<file path="config.mk">
export PLATFORM = sky130hd
export DESIGN_NAME = qrs_front
export DESIGN_NICKNAME = d
export VERILOG_FILES = /design/src/rtl/qrs_pkg.sv /design/src/rtl/qrs_front.sv
export SDC_FILE = /design/constraint.sdc
export NUM_CORES = 2
export LEC_CHECK = 0
export ABC_AREA = 0
export BUFFER_PORTS_ARGS = -buffer_cell sky130_fd_sc_hd__buf_2
export CAP_MARGIN = 20
export CORE_MARGIN = 3
export CORE_UTILIZATION = 30
export DETAILED_ROUTE_END_ITERATION = 8
export GPL_TIMING_DRIVEN = 0
export PLACE_DENSITY = 0.48
export SETUP_SLACK_MARGIN = 0.2
export SYNTH_ARGS = -nofsm -noshare
export SYNTH_HDL_FRONTEND = slang
export SYNTH_SLANG_ARGS = --single-unit
</file>
<file path="constraint.sdc">
create_clock -name i_clk -period 17.65 [get_ports i_clk]
set_clock_uncertainty 0.15 [all_clocks]
set_input_delay 0 -clock i_clk [delete_from_list [all_inputs] [get_ports i_clk]]
set_output_delay 0 -clock i_clk [all_outputs]
set_load 0.05 [all_outputs]
</file>
<file path="src/rtl/qrs_pkg.sv">
`default_nettype none
// ---------------------------------------------------------------------------
// qrs_pkg
// Shared types, widths and codes for the quadratic root solver.
// ---------------------------------------------------------------------------
package qrs_pkg;

    localparam int CoefW   = 16;
    localparam int RootW   = 34;
    localparam int DiscW   = 34;
    localparam int NbW     = 33;
    localparam int DenW    = 17;
    localparam int SqrtW   = 33;
    localparam int SqRemW  = 34;
    localparam int SqSteps = 33;
    localparam int DivW    = 34;
    localparam int DivRemW = 17;
    localparam int FifoDepthDef = 4;

    typedef enum logic [1:0] {
        ST_NONE  = 2'd0,
        ST_ONE   = 2'd1,
        ST_TWO   = 2'd2,
        ST_AZERO = 2'd3
    } t_status;

    typedef struct packed {
        t_status                 status;
        logic signed [DenW-1:0]  den;
        logic signed [NbW-1:0]   nb;
        logic [DiscW-1:0]        disc;
    } t_entry;

    typedef struct packed {
        logic push;
        logic full;
    } t_front_ctl;

endpackage
`default_nettype wire

</file>
<file path="src/rtl/qrs_front.sv">
`default_nettype none
// ---------------------------------------------------------------------------
// qrs_front
// Accepts coefficient beats, forms the discriminant and classifies them.
// ---------------------------------------------------------------------------
module qrs_front (
    input  wire                       i_clk,
    input  wire                       i_rst_n,
    input  wire                       i_valid,
    output logic                      o_stall,
    input  wire signed [15:0]         i_coef_a,
    input  wire signed [15:0]         i_coef_b,
    input  wire signed [15:0]         i_coef_c,
    input  wire                       i_full,
    output qrs_pkg::t_front_ctl       o_ctl,
    output qrs_pkg::t_entry           o_entry
);

    logic               en;
    logic               r_v1, r_v2;
    logic signed [15:0] r_a, r_b;
    logic signed [31:0] r_bb, r_ac;
    logic signed [34:0] n_disc;
    qrs_pkg::t_entry    n_entry, r_entry;

    assign en      = !(r_v2 && i_full);
    assign o_stall = !en;

    always_comb begin
        n_disc        = 35'(r_bb) - (35'(r_ac) <<< 2);
        n_entry.den   = {r_a, 1'b0};
        n_entry.nb    = -{r_b[15], r_b, 16'h0000};
        n_entry.disc  = n_disc[34] ? '0 : n_disc[33:0];
        if (r_a == '0) begin
            n_entry.status = qrs_pkg::ST_AZERO;
        end else if (n_disc[34]) begin
            n_entry.status = qrs_pkg::ST_NONE;
        end else if (n_disc == '0) begin
            n_entry.status = qrs_pkg::ST_ONE;
        end else begin
            n_entry.status = qrs_pkg::ST_TWO;
        end
    end

    always_ff @(posedge i_clk) begin
        if (!i_rst_n) begin
            r_v1 <= 1'b0;
            r_v2 <= 1'b0;
        end else if (en) begin
            r_v1 <= i_valid;
            r_v2 <= r_v1;
        end
    end

    always_ff @(posedge i_clk) begin
        if (en) begin
            r_a     <= i_coef_a;
            r_b     <= i_coef_b;
            r_bb    <= i_coef_b * i_coef_b;
            r_ac    <= i_coef_a * i_coef_c;
            r_entry <= n_entry;
        end
    end

    assign o_ctl.push = r_v2;
    assign o_ctl.full = i_full;
    assign o_entry    = r_entry;

endmodule
`default_nettype wire

</file>
=== Word level (Yosys, flattened, before mapping) ===
Cells that the tools add are included.

* Muxes and demuxes: 2
* $mul: 2
* Reductions and logical operators: 3
* Add/subtract/negate cells: 2

{| class="wikitable"
|+ Operator list
! kind !! count
|-
| $mul 16x16->32 || 2
|-
| $logic_not 35->1 || 1
|-
| $sub 32x34->35 || 1
|-
| $neg 33->33 || 1
|-
| $logic_not 16->1 || 1
|-
| $mux 2 || 2
|-
| $logic_and 1x1->1 || 1
|}

* Word-level logic and storage cells: 19
* Register bits: 183
* Output and inout port bits: 89
* Input bits: 52

=== Logic depth before layout (Yosys ltp) ===
* Depth in word-level cells: 4
* Mapped depth: 26
* Gate-level depth less buffers: 25

=== Least setup slack after synthesis ===
Ideal clock, no wire load.

* Path kind: input port to flip-flop
* Start point: input port i_coef_b[15]
* End point: register r_bb[31] (data pin)
* Arrival time: 5,626 ps
* Buffers on the path: 2
* Stages: 23
* Setup time: 260 ps
* Slack: 11,614 ps
* Data required time: 17,240 ps
* Path through: clkbuf_1 buf_1 nand2_1 fa_1 inv_1 fa_1 fa_1 fa_1 fa_1 inv_1 fa_1 inv_1 ha_1 a21o_1 a21o_1 a21o_1 a21oi_1 o21a_1 o21ai_0 a2111oi_0 o21ai_0 a21oi_1 xnor2_1

* Cells in the longest elaborated chain, start to end: 1

{| class="wikitable"
|+ Ends and longest elaborated chain
! what !! RTL line !! RTL
|-
| from (decl) || qrs_front.sv:12 || <nowiki>input wire signed [15:0] i_coef_b,</nowiki>
|-
| $mul 16x16->32 || qrs_front.sv:59 || <nowiki>r_bb <= i_coef_b * i_coef_b;</nowiki>
|-
| to (signal assigned) || qrs_front.sv:59 ||
|-
| to (decl) || qrs_front.sv:22 || <nowiki>logic signed [31:0] r_bb, r_ac;</nowiki>
|}

No other way between the ends.
A chain may end at the register's enable or synchronous reset.

=== Worst setup path after layout ===
* Start point: input port i_coef_b[5]
* End point: register r_bb[31] (data pin)

The elaborated chain is that of the path after synthesis.

==> flow_summary.ini <==
[hold_path]
hold_path_class = in2reg
min_path_cells = 4
min_from = i_full
holdPathEnd = r_v1

[route]
vias_per_cell = 4.508
drtIter0Drc = 1050
drc_errors = 0
ant_nets = 0
vias = 18010
firstDrtPassIters = 5
detail_route.wl_per_cell_um = 16.36
wirelength_um = 65370

[global_routing]
gr-total-overflow = 0
antenna_found_initial = 5
use_met3 = 0.03101
grtUsageMet2 = 0.2426
busiest_layer = met2
track_usage = 0.1522
grt_start_max_net_pins = 50
grt_pass1_vias = 19240
grt_first_pass_wirelength_um = 106000
grtUsageMet1 = 0.2120

[sta]
setup_tns_ps = 0
max_freq_mhz = 138.1
hold_viol = 0
drv_slew = 0
tightest_slew_ps = 839.5
setup_violations = 0
finalCritPeriodShare = 0.4103
rsz0062_at_grt = false
slew_headroom = 0.4332
finalCriticalPeriod_ps = 7242

[yosys]
netlist_area_mm2 = 0.02635
synth_edf_count = 162
synth_top_cells_by_count = 645 x inv_1, 497 x fa_1, 231 x nand2_1
yosys.area_share.adder = 0.4754
synthFlopType = edfxtp_1
synthXorXnorAreaFrac = 0.03822
ys_seq_elements = 164
synth_area_leaders = fa_1 38%, edfxtp_1 18%, ha_1 9.8%
synth_area_leader_cell = fa_1
yosysTopAreaCellShare = 0.3776
post-synth-top-count-cell = inv_1
synth_cell_types = 83
synthArstFlopShare = 0
synth_cells = 2630
ys_seq_area_frac = 0.1861
synth.avg_cell_area_um2 = 10.02
synth.area.mux_share = 0.001947
ys_warn_count = 0
synth_compound_area_frac = 0.06415
synth_top_family_by_area = adder cells
synthSimpleGateAreaFrac = 0.1269

[place]
dp_hpwl_um = 55770
place.gp.congestion = 0.8434
place.port_buffers = 122

[critical_path]
rr_endpoint = o_entry[85]
endpoint_kind = register
r2r_slack_ps = 13010
r2r_cells = 12
crit_arrival_ps = 7320
critical_path_class = in2reg
required_ps = 17730
crit-reg2reg-launch = r_ac[1]
startpoint_type = primary input
crit_path_max_fanout = 10

[floorplan]
die_w_um = 302.4
die_area_mm2 = 0.09143
core_mm2 = 0.08689
start_util = 0.3033
ios = 141
die_h_um = 302.4
std_cell_rows = 108

[clocking]
cts_setup_buffers = 0
cts_max_path_buffers = 2
cts-root-buf = clkbuf_16
clkTransAtPathRegs_ps = 70
cts_buffers = 17
htreeDepth = 4
clock_sinks = 164
cts_resized = 0
clk_latency_ps = 490
cts_tree = done
cts_hold_repair.buffers = 36

[final_layout]
area_growth_syn_to_layout_pct = 12.09
antenna_cells = 0
drive_gt1_frac = 0.07535
nFillCells = 9009
final_nets = 3582

[run_status]
status = finished clean

[job]
max_cap_violations = 0
==> layer usage <==
layer | part of all wire | wire length (um)
met4 | 0.018 | 1184
met1 | 0.46 | 29970
met5 | 0.00020 | 13
met3 | 0.058 | 3783
met2 | 0.47 | 30420
==> final cells by class <==
| cell class | instances | area, um2 | area share |
|---|---|---|---|
| multi-input cells | 1754 | 18700 | 0.6330 |
| flip-flops and latches | 164 | 4905 | 0.1661 |
| inverters | 645 | 2421 | 0.08197 |
| well taps | 1155 | 1445 | 0.04893 |
| repair buffers | 161 | 1046 | 0.03541 |
| clock buffers | 17 | 425.4 | 0.01440 |
| plain buffers | 84 | 400.4 | 0.01356 |
| clock inverters | 15 | 197.7 | 0.006693 |
==> worst max-delay path by stage <==
| stage | from | end | slack (ps) | cells past startpoint |
|---|---|---|---|---|
| after floorplan | i_coef_b[15] | r_bb[31] | 11610 | 23 |
| after global placement | i_coef_b[5] | r_bb[30] | 10510 | 23 |
| after detailed placement | i_coef_b[5] | r_bb[31] | 10460 | 23 |
| after CTS | i_coef_b[5] | r_bb[31] | 10430 | 24 |
| after global routing | i_coef_b[5] | r_bb[31] | 9960 | 24 |
| final | i_coef_b[5] | r_bb[31] | 10410 | 24 |
==> cells in the final DEF, fill, tap and decap left out, drive strengths merged, types with 4 or more instances in the layout <==
cell	instances
o31ai	6
o311ai	6
ha	206
a21o	33
a2111oi	5
clkinv	7
nor4b	4
nand2b	28
a31o	8
nor3	24
nand4	9
o31a	4
xnor2	92
xor2	23
fa	497
nand2	231
nor4	13
o21a	10
or2	5
conb	18
nor2	115
o211ai	4
o21ai	42
and3	12
or3	10
dlygate4sd3	36
a31oi	5
buf	151
and2	171
mux2i	4
o21bai	13
nand3b	4
o2111ai	4
inv	650
nand3	23
a21oi	74
clkbuf	75
a211oi	5
edfxtp	162
nor2b	10
==> kinds of logic after synthesis <==
| family | count (synthesis) |
|---|---|
| multiplexers | 5 |
| XOR/XNOR | 115 |
| buffers and inverters | 729 |
| adder cells (fa/ha/maj) | 703 |
| flip-flops | 164 |
| other | 1 |
| AND/OR/NAND/NOR | 666 |
| AO/OA/AOI/OAI | 247 |
==> per-stage QoR <==
stage	utilization	std cells	hold WS, ps	instance area, um2	worst slack (ps)
3_3_place_gp	0.3277	3924	62.76	28470	10510
5_1_grt	0.3399	3995	91.65	29540	9965
2_1_floorplan	-	2647	-51.13	26410	11610
4_1_cts	0.3399	3995	39.02	29540	10430
6_report	0.3399	3995	48.47	29540	10410
3_5_place_dp	0.3286	3927	63.64	28550	10460
==> sequential cells by signal, summed over array words and instances (netlist names) <==
name,count
r_v1,1
o_entry,68
r_b,16
r_bb,30
r_v2,1
r_a,16
r_ac,32
==> worst max-delay path, cell delays in order <==
cell	delay, ps
dlygate4sd3_1	520
buf_2	110
clkbuf_1	440
clkbuf_1	570
nand2_1	160
fa_1	480
fa_1	460
fa_1	540
inv_1	50
fa_1	490
fa_1	490
inv_1	50
fa_1	470
inv_1	40
ha_1	330
or2_2	310
a21oi_1	150
a21oi_1	60
a31oi_1	300
o21ai_1	310
a2111oi_0	510
o21ai_0	180
a21oi_1	200
xnor2_1	80
Power is left out: the tool's default activity adds up to more than one toggle a clock period on the data nets, which glitch-free logic cannot reach.
