$ cat config.mk
export PLATFORM = sky130hd
export DESIGN_NAME = qrs_fifo
export DESIGN_NICKNAME = d
export VERILOG_FILES = /design/src/rtl/qrs_pkg.sv /design/src/rtl/qrs_fifo.sv
export SDC_FILE = /design/constraint.sdc
export NUM_CORES = 1
export LEC_CHECK = 0
export BUFFER_PORTS_ARGS = -buffer_cell sky130_fd_sc_hd__buf_2
export CELL_PAD_IN_SITES_DETAIL_PLACEMENT = 0
export CELL_PAD_IN_SITES_GLOBAL_PLACEMENT = 1
export CORE_ASPECT_RATIO = 0.75
export CORE_UTILIZATION = 54
export DETAILED_ROUTE_END_ITERATION = 8
export GPL_TIMING_DRIVEN = 0
export PLACE_DENSITY_LB_ADDON = 0.1
export RECOVER_POWER = 25
export SETUP_SLACK_MARGIN = 0.4
export SLEW_MARGIN = 10
export SYNTH_ARGS = -nofsm -noshare
export SYNTH_HDL_FRONTEND = slang
export SYNTH_SLANG_ARGS = --single-unit
$ cat constraint.sdc
create_clock -name i_clk -period 7.8 [get_ports i_clk]
set_input_delay 1.56 -clock i_clk [delete_from_list [all_inputs] [get_ports i_clk]]
set_output_delay 1.56 -clock i_clk [all_outputs]
set_load 0.01 [all_outputs]
$ cat src/rtl/qrs_pkg.sv
`default_nettype none
// ---------------------------------------------------------------------------
// qrs_pkg
// Shared types, widths and codes for the quadratic root solver.
// ---------------------------------------------------------------------------
package qrs_pkg;

    localparam int CoefW   = 16;
    localparam int RootW   = 34;
    localparam int DiscW   = 34;
    localparam int NbW     = 33;
    localparam int DenW    = 17;
    localparam int SqrtW   = 33;
    localparam int SqRemW  = 34;
    localparam int SqSteps = 33;
    localparam int DivW    = 34;
    localparam int DivRemW = 17;
    localparam int FifoDepthDef = 4;

    typedef enum logic [1:0] {
        ST_NONE  = 2'd0,
        ST_ONE   = 2'd1,
        ST_TWO   = 2'd2,
        ST_AZERO = 2'd3
    } t_status;

    typedef struct packed {
        t_status                 status;
        logic signed [DenW-1:0]  den;
        logic signed [NbW-1:0]   nb;
        logic [DiscW-1:0]        disc;
    } t_entry;

    typedef struct packed {
        logic push;
        logic full;
    } t_front_ctl;

endpackage
`default_nettype wire

$ cat src/rtl/qrs_fifo.sv
`default_nettype none
// ---------------------------------------------------------------------------
// qrs_fifo
// Small register queue between the classifying front and the solving back.
// ---------------------------------------------------------------------------
module qrs_fifo #(
    parameter int DEPTH = qrs_pkg::FifoDepthDef
) (
    input  wire                 i_clk,
    input  wire                 i_rst_n,
    input  qrs_pkg::t_front_ctl i_ctl,
    input  qrs_pkg::t_entry     i_entry,
    input  wire                 i_pop,
    output logic                o_full,
    output logic                o_empty,
    output qrs_pkg::t_entry     o_entry
);

    localparam int PtrW = (DEPTH > 1) ? $clog2(DEPTH) : 1;
    localparam int CntW = $clog2(DEPTH + 1);

    qrs_pkg::t_entry r_mem [DEPTH];
    logic [PtrW-1:0] r_wr, r_rd;
    logic [CntW-1:0] r_cnt;
    logic            push, pop;

    assign push    = i_ctl.push && !o_full;
    assign pop     = i_pop && !o_empty;
    assign o_full  = (r_cnt == CntW'(DEPTH));
    assign o_empty = (r_cnt == '0);
    assign o_entry = r_mem[r_rd];

    always_ff @(posedge i_clk) begin
        if (!i_rst_n) begin
            r_wr  <= '0;
            r_rd  <= '0;
            r_cnt <= '0;
        end else begin
            if (push) begin
                r_wr <= (r_wr == PtrW'(DEPTH - 1)) ? '0 : r_wr + 1'b1;
            end
            if (pop) begin
                r_rd <= (r_rd == PtrW'(DEPTH - 1)) ? '0 : r_rd + 1'b1;
            end
            if (push && !pop) begin
                r_cnt <= r_cnt + 1'b1;
            end else if (pop && !push) begin
                r_cnt <= r_cnt - 1'b1;
            end
        end
    end

    always_ff @(posedge i_clk) begin
        if (push) begin
            r_mem[r_wr] <= i_entry;
        end
    end

    a_no_push_full: assert property (@(posedge i_clk) disable iff (!i_rst_n)
        i_ctl.push && i_ctl.full |-> !push)
        else $error("push into full queue");
    a_cnt_range: assert property (@(posedge i_clk) disable iff (!i_rst_n)
        r_cnt <= CntW'(DEPTH))
        else $error("queue count overflow");
    a_cnt_step: assert property (@(posedge i_clk) disable iff (!i_rst_n)
        push && !pop |=> r_cnt == $past(r_cnt) + 1'b1)
        else $error("queue count lost a push");

endmodule
`default_nettype wire

### Yosys cells after proc, flatten, opt, wreduce, memory -nomap -nowiden

Memory sizes are Yosys's and may differ from the RTL's. A register that Yosys moved wholly into a read port is not among the register bits.
Cells that the tools add are included.

| operators by class | value |
|---|---|
| add/sub/neg operators | 4 |
| equal/unequal tests | 3 |
| muxes and demuxes | 8 |
| reduce and logical (&&, ||, !) cells | 10 |

Operators with widths:

| cell | number |
|---|---|
| 2-bit 2-to-1 mux | 4 |
| 3-bit 2-to-1 mux | 2 |
| 2-bit by 1-bit adder with 2-bit output, second input constant | 2 |
| 2-bit equality test, second input constant | 2 |
| 1-bit logical AND | 4 |
| 1-bit logical NOT | 4 |
| 3-bit by 1-bit adder with 3-bit output, second input constant | 1 |
| 3-bit equality test, second input constant | 1 |
| 3-bit logical NOT | 1 |
| 3-bit by 1-bit subtractor with 3-bit output, second input constant | 1 |
| 1-bit 2-to-1 mux | 2 |
| 2-bit nonzero test | 1 |

| storage, ports and cells | value |
|---|---|
| flip-flop bits (word level) | 7 |
| bits in writable memories | 344 |
| input port bits | 91 |
| output and inout port bits | 88 |
| word-level logic and storage cells | 29 |
| memories kept | 1 |

Memory list:

| memory | depth | bits a word | read ports | clocked after memory_dff | write ports | RTL line | source |
|---|---|---|---|---|---|---|---|
| r_mem | 4 | 86 | 1 | 1 | 1 | qrs_fifo.sv:22 | `qrs_pkg::t_entry r_mem [DEPTH];` |

### Longest topological paths before layout

Gate-level depths: netlist of the first run.

| logic depth | value |
|---|---|
| depth after elaboration | 7 |
| depth in mapped cells | 9 |
| gate-level depth less buffers | 8 |

### Least setup slack after synthesis of the first run

No wires, ideal clock.

| timing path | value |
|---|---|
| path type | input to register |
| start point | input i_ctl[1] (netlist name) |
| end point | memory r_mem[0][0] (netlist name), enable pin |
| library setup time | 0.454 ns |
| data arrival time | 3.945 ns |
| data required time | 7.346 ns |
| path slack | 3.401 ns |
| cell stages on the path | 3 |
| buffers on the path | 1 |
| path through | nor2b_1 > clkbuf_1 > and2_1 |

| on the way | value |
|---|---|
| cells in the longest elaborated chain, start to end | 3 |

RTL lines:

| what | RTL line | source |
|---|---|---|
| start, declared | qrs_fifo.sv:11 | `input qrs_pkg::t_front_ctl i_ctl,` |
| 1-bit logical AND | qrs_fifo.sv:27 | `assign push = i_ctl.push && !o_full;` |
| via push | qrs_fifo.sv:25 | `logic push, pop;` |
| 1-bit 2-to-1 mux | qrs_fifo.sv:54 | `if (push) begin` |
| 1-bit 2-to-1 mux (implied by the code) | qrs_fifo.sv:55 | `r_mem[r_wr] <= i_entry;` |
| end, declared | qrs_fifo.sv:22 |  |

The timed path passes the listed nets, and every way through them passes these cells.

==> out/results.ini, run 1 <==
[logic_synthesis]
yosysTopAreaCell = edfxtp_1
seq_area_frac_synth_pct = 81.36
synth_area_per_cell_um2 = 25.78
synth_seq_cells = 353
yosysMostFrequentCell = edfxtp_1
synth-warning-count = 0
syn_area_um2 = 12920
synth.distinct_cells = 24
synthCells = 501
synth_flop_cell = edfxtp_1
syn-num-nets = 599
synth_top_area_share_pct = 79.97
netlist_top_cells_count = edfxtp_1 (344), mux4_2 (86), buf_2 (10)
synthArstFlopShare_pct = 0
synth_area_leaders = edfxtp_1 (80%), mux4_2 (15%), dfxtp_1 (1.4%)
synth-edff-count = 344

[routing]
dr.pass1.iters = 5
drt-initial-drc-count = 349
ant_nets = 0
drcViolationCount = 0
vias = 5793
wirelength_mm = 22.33
wl_per_cell_um = 21.35
via_per_inst = 5.538

[cells_and_area]
drive_above_1_share_pct = 37.32
fill_cells = 1544
multi_input_area_um2 = 2222
syn2layout_area_growth_pct = 19.08
fin_util_pct = 66.18
regArea_um2 = 10510
nNetsFinal = 817

[floorplanning]
core_area_um2 = 23240
row_count = 48
die_x_um = 180.6
die_h_um = 135.9
dieArea_um2 = 24550
start_util_pct = 55.58
io_pins = 179

[cts]
hold_buffers = 0
cts.clk_slew.worst_paths_ps = 60
postCtsSetupBuffers = 0
cts_tree = done
worstSkewPairLatency_ps = 510
cts_buffer_depth = 3
clock-sinks = 353
cts_resized = 0
clockRootBuffer = clkbuf_16
cts_buffers = 35
htree_levels = 2

[hold_path]
hold_class = reg2reg

[place]
port_buffers = 177
place_congestion = 0.7051
dp_hpwl_mm = 13.39

[grt]
grt_overflow = 0
grt_max_degree = 49
grt_usage_pct = 18.84
grt_pass1_wl_mm = 34.61
antenna_found_initial = 1
grt_pass1_vias = 6191

[sta]
timing.setup.tns_ps = 0
period_minus_slack_ps = 3658
slew-limit-headroom_pct = 55.20
rsz0062_at_grt = no
skew_ps = 20.53
clock.fmax_ghz = 0.2734
maxSlewViolCount = 0
setup_viol = 0
hold_violations = 0
min_period_over_period_pct = 46.90
tightest_slew_ps = 672.0

[power]
power_density_nw_per_um2 = 334.8
vdd_drop_max_v = 0.0002290
p_leak_nw = 5.083

[worst_setup_path]
cp_slowest_cell = clkbuf_1
path_class = reg2out
cpMostUsedCell = buf_2
crit_family = buffers and inverters
crit_required_ps = 6240
crit_buf_inv = 3
critPathMaxStageDelay_ps = 520
cp_max_fo = 10
path_cells = buf_2, clkbuf_1, mux4_2, buf_2
cp.arrival_ps = 2100
crit_path_end_kind = output port
startpoint_type = register

[run_status]
status = complete, no violations

[run]
drv_cap = 0

## cells in the final DEF, fill, tap and decap left out, types with 3 or more instances in the layout
cell type / n
buf_12: 5
clkbuf_16: 37
inv_1: 3
clkinv_1: 12
nand2_1: 6
and2_4: 4
buf_16: 4
edfxtp_1: 344
bufinv_16: 4
clkinv_2: 4
mux4_2: 86
dfxtp_1: 9
o21ai_0: 3
ha_1: 6
clkbuf_1: 66
buf_2: 131
mux2i_1: 3
## cells by family (layout without fill, tap and decap cells)
group	Yosys count	in the layout	synth area share, %
xor gates and xnor gates	2	2	0.1356
DFF	353	353	81.36
adders and majority gates	7	7	0.7361
buffers and inverters	25	269	1.511
and+or+nand+nor	20	20	0.7943
AOI/OAI and AO/OA	5	5	0.2325
other	0	1	0
muxes	89	89	15.23
## sequential cells by signal, summed over array words and instances, names as in the netlist, named ones only
signal and cells:
r_cnt 3, r_wr 2, r_mem 344, r_rd 2
## through the flow
step	hold WS, ps	std cells	power (mW)	worst slack [ps]	instance area (um^2)
after floorplan	467.7	501	3.144	3401	12920
after global placement	477.6	978	3.538	1749	14180
after CTS	528.5	1045	5.223	4078	15450
final	524.9	1046	5.150	4142	15380
after detailed placement	520.9	982	3.559	4284	14300
after global routing	546.8	1045	5.368	4016	15380
## layout make-up
class                      count  share of cell area, %
inverter                       3                0.07321
timing repair buffer         181                  6.019
multi-input combinational    123                  14.45
buffer                        22                  1.196
clock buffer                  42                  6.206
clock inverter                21                  1.277
sequential                   353                  68.33
tap                          300                  2.440
antenna                        1                0.01627
## metal layers
| metal | vias up | track usage (%) | share of wire (%) |
|---|---|---|---|
| met5 | - | 0 | 0.076 |
| li1 | 2592 | - | - |
| met4 | 2 | 4.986 | 1.6 |
| met3 | 34 | 5.920 | 8.2 |
| met2 | 174 | 30.90 | 49 |
| met1 | 2991 | 24.82 | 41 |
## where the power goes
group / total, mW / switching (mW) / internal, mW
sequential: 2.36 / 0.0500 / 2.31
clock: 1.66 / 0.657 / 1.00
combinational: 1.13 / 0.577 / 0.553
total: 5.15 / 1.28 / 3.87
## path summary, 6_finish.rpt
check | startpoint | endpoint | slack [ps] | depth (start not counted)
hold reg to reg | r_cnt[2]$_SDFFE_PN0P_ | r_cnt[2]$_SDFFE_PN0P_ | 520 | 2
hold / removal | r_cnt[2]$_SDFFE_PN0P_ | r_cnt[2]$_SDFFE_PN0P_ | 520 | 2
setup reg to reg | r_cnt[0]$_SDFFE_PN0P_ | r_cnt[2]$_SDFFE_PN0P_ | 5370 | 9
setup / recovery | register | o_entry[80] | 4140 | 4
## worst min-delay path, cell delays in order, from the launching register on
cell and delay [ps]:
dfxtp_1 330, o21ai_0 70, a21boi_0 70
Note: power is estimated with default switching activity, not from simulation.
==> run 2, diff against run 1 <==
Settings changed: CORE_UTILIZATION 54 to 50.
Clock period 7.8 ns to 3.45 ns, I/O delays scaled along.
==> run 2 against run 1 <==
Die area is 7.9% higher. Global-route usage decreased by 1.4 points. Sequential cell count is the same. Clock-buffer cell count down 1. Sequential share of layout area about the same. Non-clock buffer count up 4. Critical endpoint is now o_entry[35].
==> out/results.ini, run 2 (same netlist as run 1, synthesis figures left out) <==
[sta]
fin_hold_ws_ps = 413.7  ; -111.2 ps
setup_viol = 0  ; unchanged
setup_slack_ps = 642.6  ; -3499 ps
min_period_over_period_pct = 81.37
period_minus_slack_ps = 2807
clock.fmax_ghz = 0.3562
tightest_slew_ps = 694.2  ; +22.27 ps
slew-limit-headroom_pct = 53.72  ; -1.5 points
rsz0062_at_grt = no
skew_ps = 9.566  ; -10.96 ps
maxSlewViolCount = 0  ; unchanged
timing.setup.tns_ps = 0  ; unchanged
hold_violations = 0  ; unchanged

[cts]
cts_tree = done
clockRootBuffer = clkbuf_16
worstSkewPairLatency_ps = 500  ; about the same
cts_buffers = 36  ; +2.9%
cts_resized = 0  ; unchanged
clock-sinks = 353  ; unchanged
postCtsSetupBuffers = 0  ; unchanged
htree_levels = 2  ; unchanged
hold_buffers = 0  ; unchanged
cts.clk_slew.worst_paths_ps = 60  ; about the same
cts_buffer_depth = 3  ; unchanged

[worst_setup_path]
startpoint_type = register
cp_max_fo = 10  ; unchanged
cp_slowest_cell = mux4_2
crit_buf_inv = 4  ; +1
crit_required_ps = 2760  ; -3480 ps
path_cells = buf_2, buf_2, buf_2, mux4_2, buf_2
crit_family = buffers and inverters
critPathMaxStageDelay_ps = 370  ; -150 ps
path_class = reg2out
crit_path_end_kind = output port
cp.arrival_ps = 2120  ; +20 ps
cpMostUsedCell = buf_2

[cells_and_area]
final_cell_mix = edfxtp_1 (344), buf_2 (133), mux4_2 (86)
layout_commonest_cell = edfxtp_1
regMostFlops = r_mem
drive_above_1_share_pct = 37.72  ; +0.40 points
reg_top3 = r_mem (344), r_cnt (3)
syn2layout_area_growth_pct = 19.01  ; about the same
fin_cells = 1083  ; +3.5%
fin_util_pct = 61.13  ; -5.1 points
nNetsFinal = 822  ; +0.61%
stdcell_area_um2 = 15370  ; about the same
largest_register_ffs = 344  ; unchanged
insertedDiodeCount = 0  ; -1

[floorplanning]
io_pins = 179  ; unchanged
row_count = 50  ; +4.2%
dieArea_um2 = 26490  ; +7.9%
start_util_pct = 51.36  ; -4.2 points
die_h_um = 141.2  ; +3.9%
die_x_um = 187.6  ; +3.9%
core_area_um2 = 25150  ; +8.2%

[run_status]
status = complete, no violations

[routing]
drcViolationCount = 0  ; unchanged
wirelength_mm = 22.56  ; +1.0%
wl_per_cell_um = 20.83  ; -2.4%
dr.pass1.iters = 4  ; -1
via_per_inst = 5.343  ; -3.5%
ant_nets = 0  ; unchanged
vias = 5786  ; -0.12%
drt-initial-drc-count = 376  ; +7.7%

[place]
dp_cells = 1024  ; +4.3%
preCtsSetupSlack_ps = 761.5  ; -3523 ps
dp_hpwl_mm = 14.02  ; +4.7%
postPlaceCellArea_um2 = 14400  ; +0.68%
place_congestion = 0.7305  ; +3.6%
port_buffers = 177  ; unchanged

[power]
fin_total_pwr_mw = 11.36  ; +120%
p_leak_nw = 5.056  ; -0.53%
vdd_drop_max_v = 0.0004592  ; +100%
power_density_nw_per_um2 = 739.0  ; +120%

[grt]
grt_max_degree = 33  ; -33%
antenna_found_initial = 2  ; +1
grt_pass1_wl_mm = 34.49  ; -0.36%
grt_overflow = 0  ; unchanged
grt_usage_pct = 17.42  ; -1.4 points
grt_pass1_vias = 6117  ; -1.2%

[hold_path]
hold_class = in2reg

[run]
drv_cap = 0  ; unchanged

run 2: cell types whose count changed in the layout (fill, tap and decap cells not counted), sizes merged:
cell / before / now
diode: 1 / 0
buf: 141 / 147
bufinv: 4 / 1
clkbuf: 104 / 101
clkinvlp: 0 / 1
inv: 4 / 3
run 2: layout make-up:
type	count	area (um^2)
timing repair buffer	185	978.4
fill	1848	9776
clock inverter	18	103.9
inverter	3	11.26
buffer	22	183.9
clock buffer	41	940.9
sequential	353	10510
multi-input combinational	123	2222
tap	338	422.9
run 2: worst paths after layout:
| kind | to | slack (ps) | cells after the start | from |
|---|---|---|---|---|
| setup / recovery | o_entry[35] | 640 | 5 | register |
| setup reg to reg | r_cnt[2]$_SDFFE_PN0P_ | 990 | 9 | r_cnt[0]$_SDFFE_PN0P_ |
| hold reg to reg | r_wr[1]$_SDFFE_PN0P_ | 510 | 2 | r_wr[1]$_SDFFE_PN0P_ |
| hold / removal | r_mem[0][14]$_DFFE_PP_ | 410 | 1 | i_entry[14] |
run 2: per-layer routing:
layer  global-route usage [%]  vias to the layer above  part of all wire (%)  routed length, um
met5                        0                        -                 0.093                 21
met4                    4.236                        4                   1.4                317
met3                    5.352                       37                   7.8               1761
met2                    28.62                      191                    49              11000
met1                    23.03                     2964                    42               9455
li1                         -                     2590                     -                  -
run 2: report_power, final:
part	switching (mW)	internal (mW)	total, mW
clock network	1.45	2.01	3.46
registers	0.113	5.22	5.33
logic	1.30	1.27	2.57
total	2.87	8.49	11.4
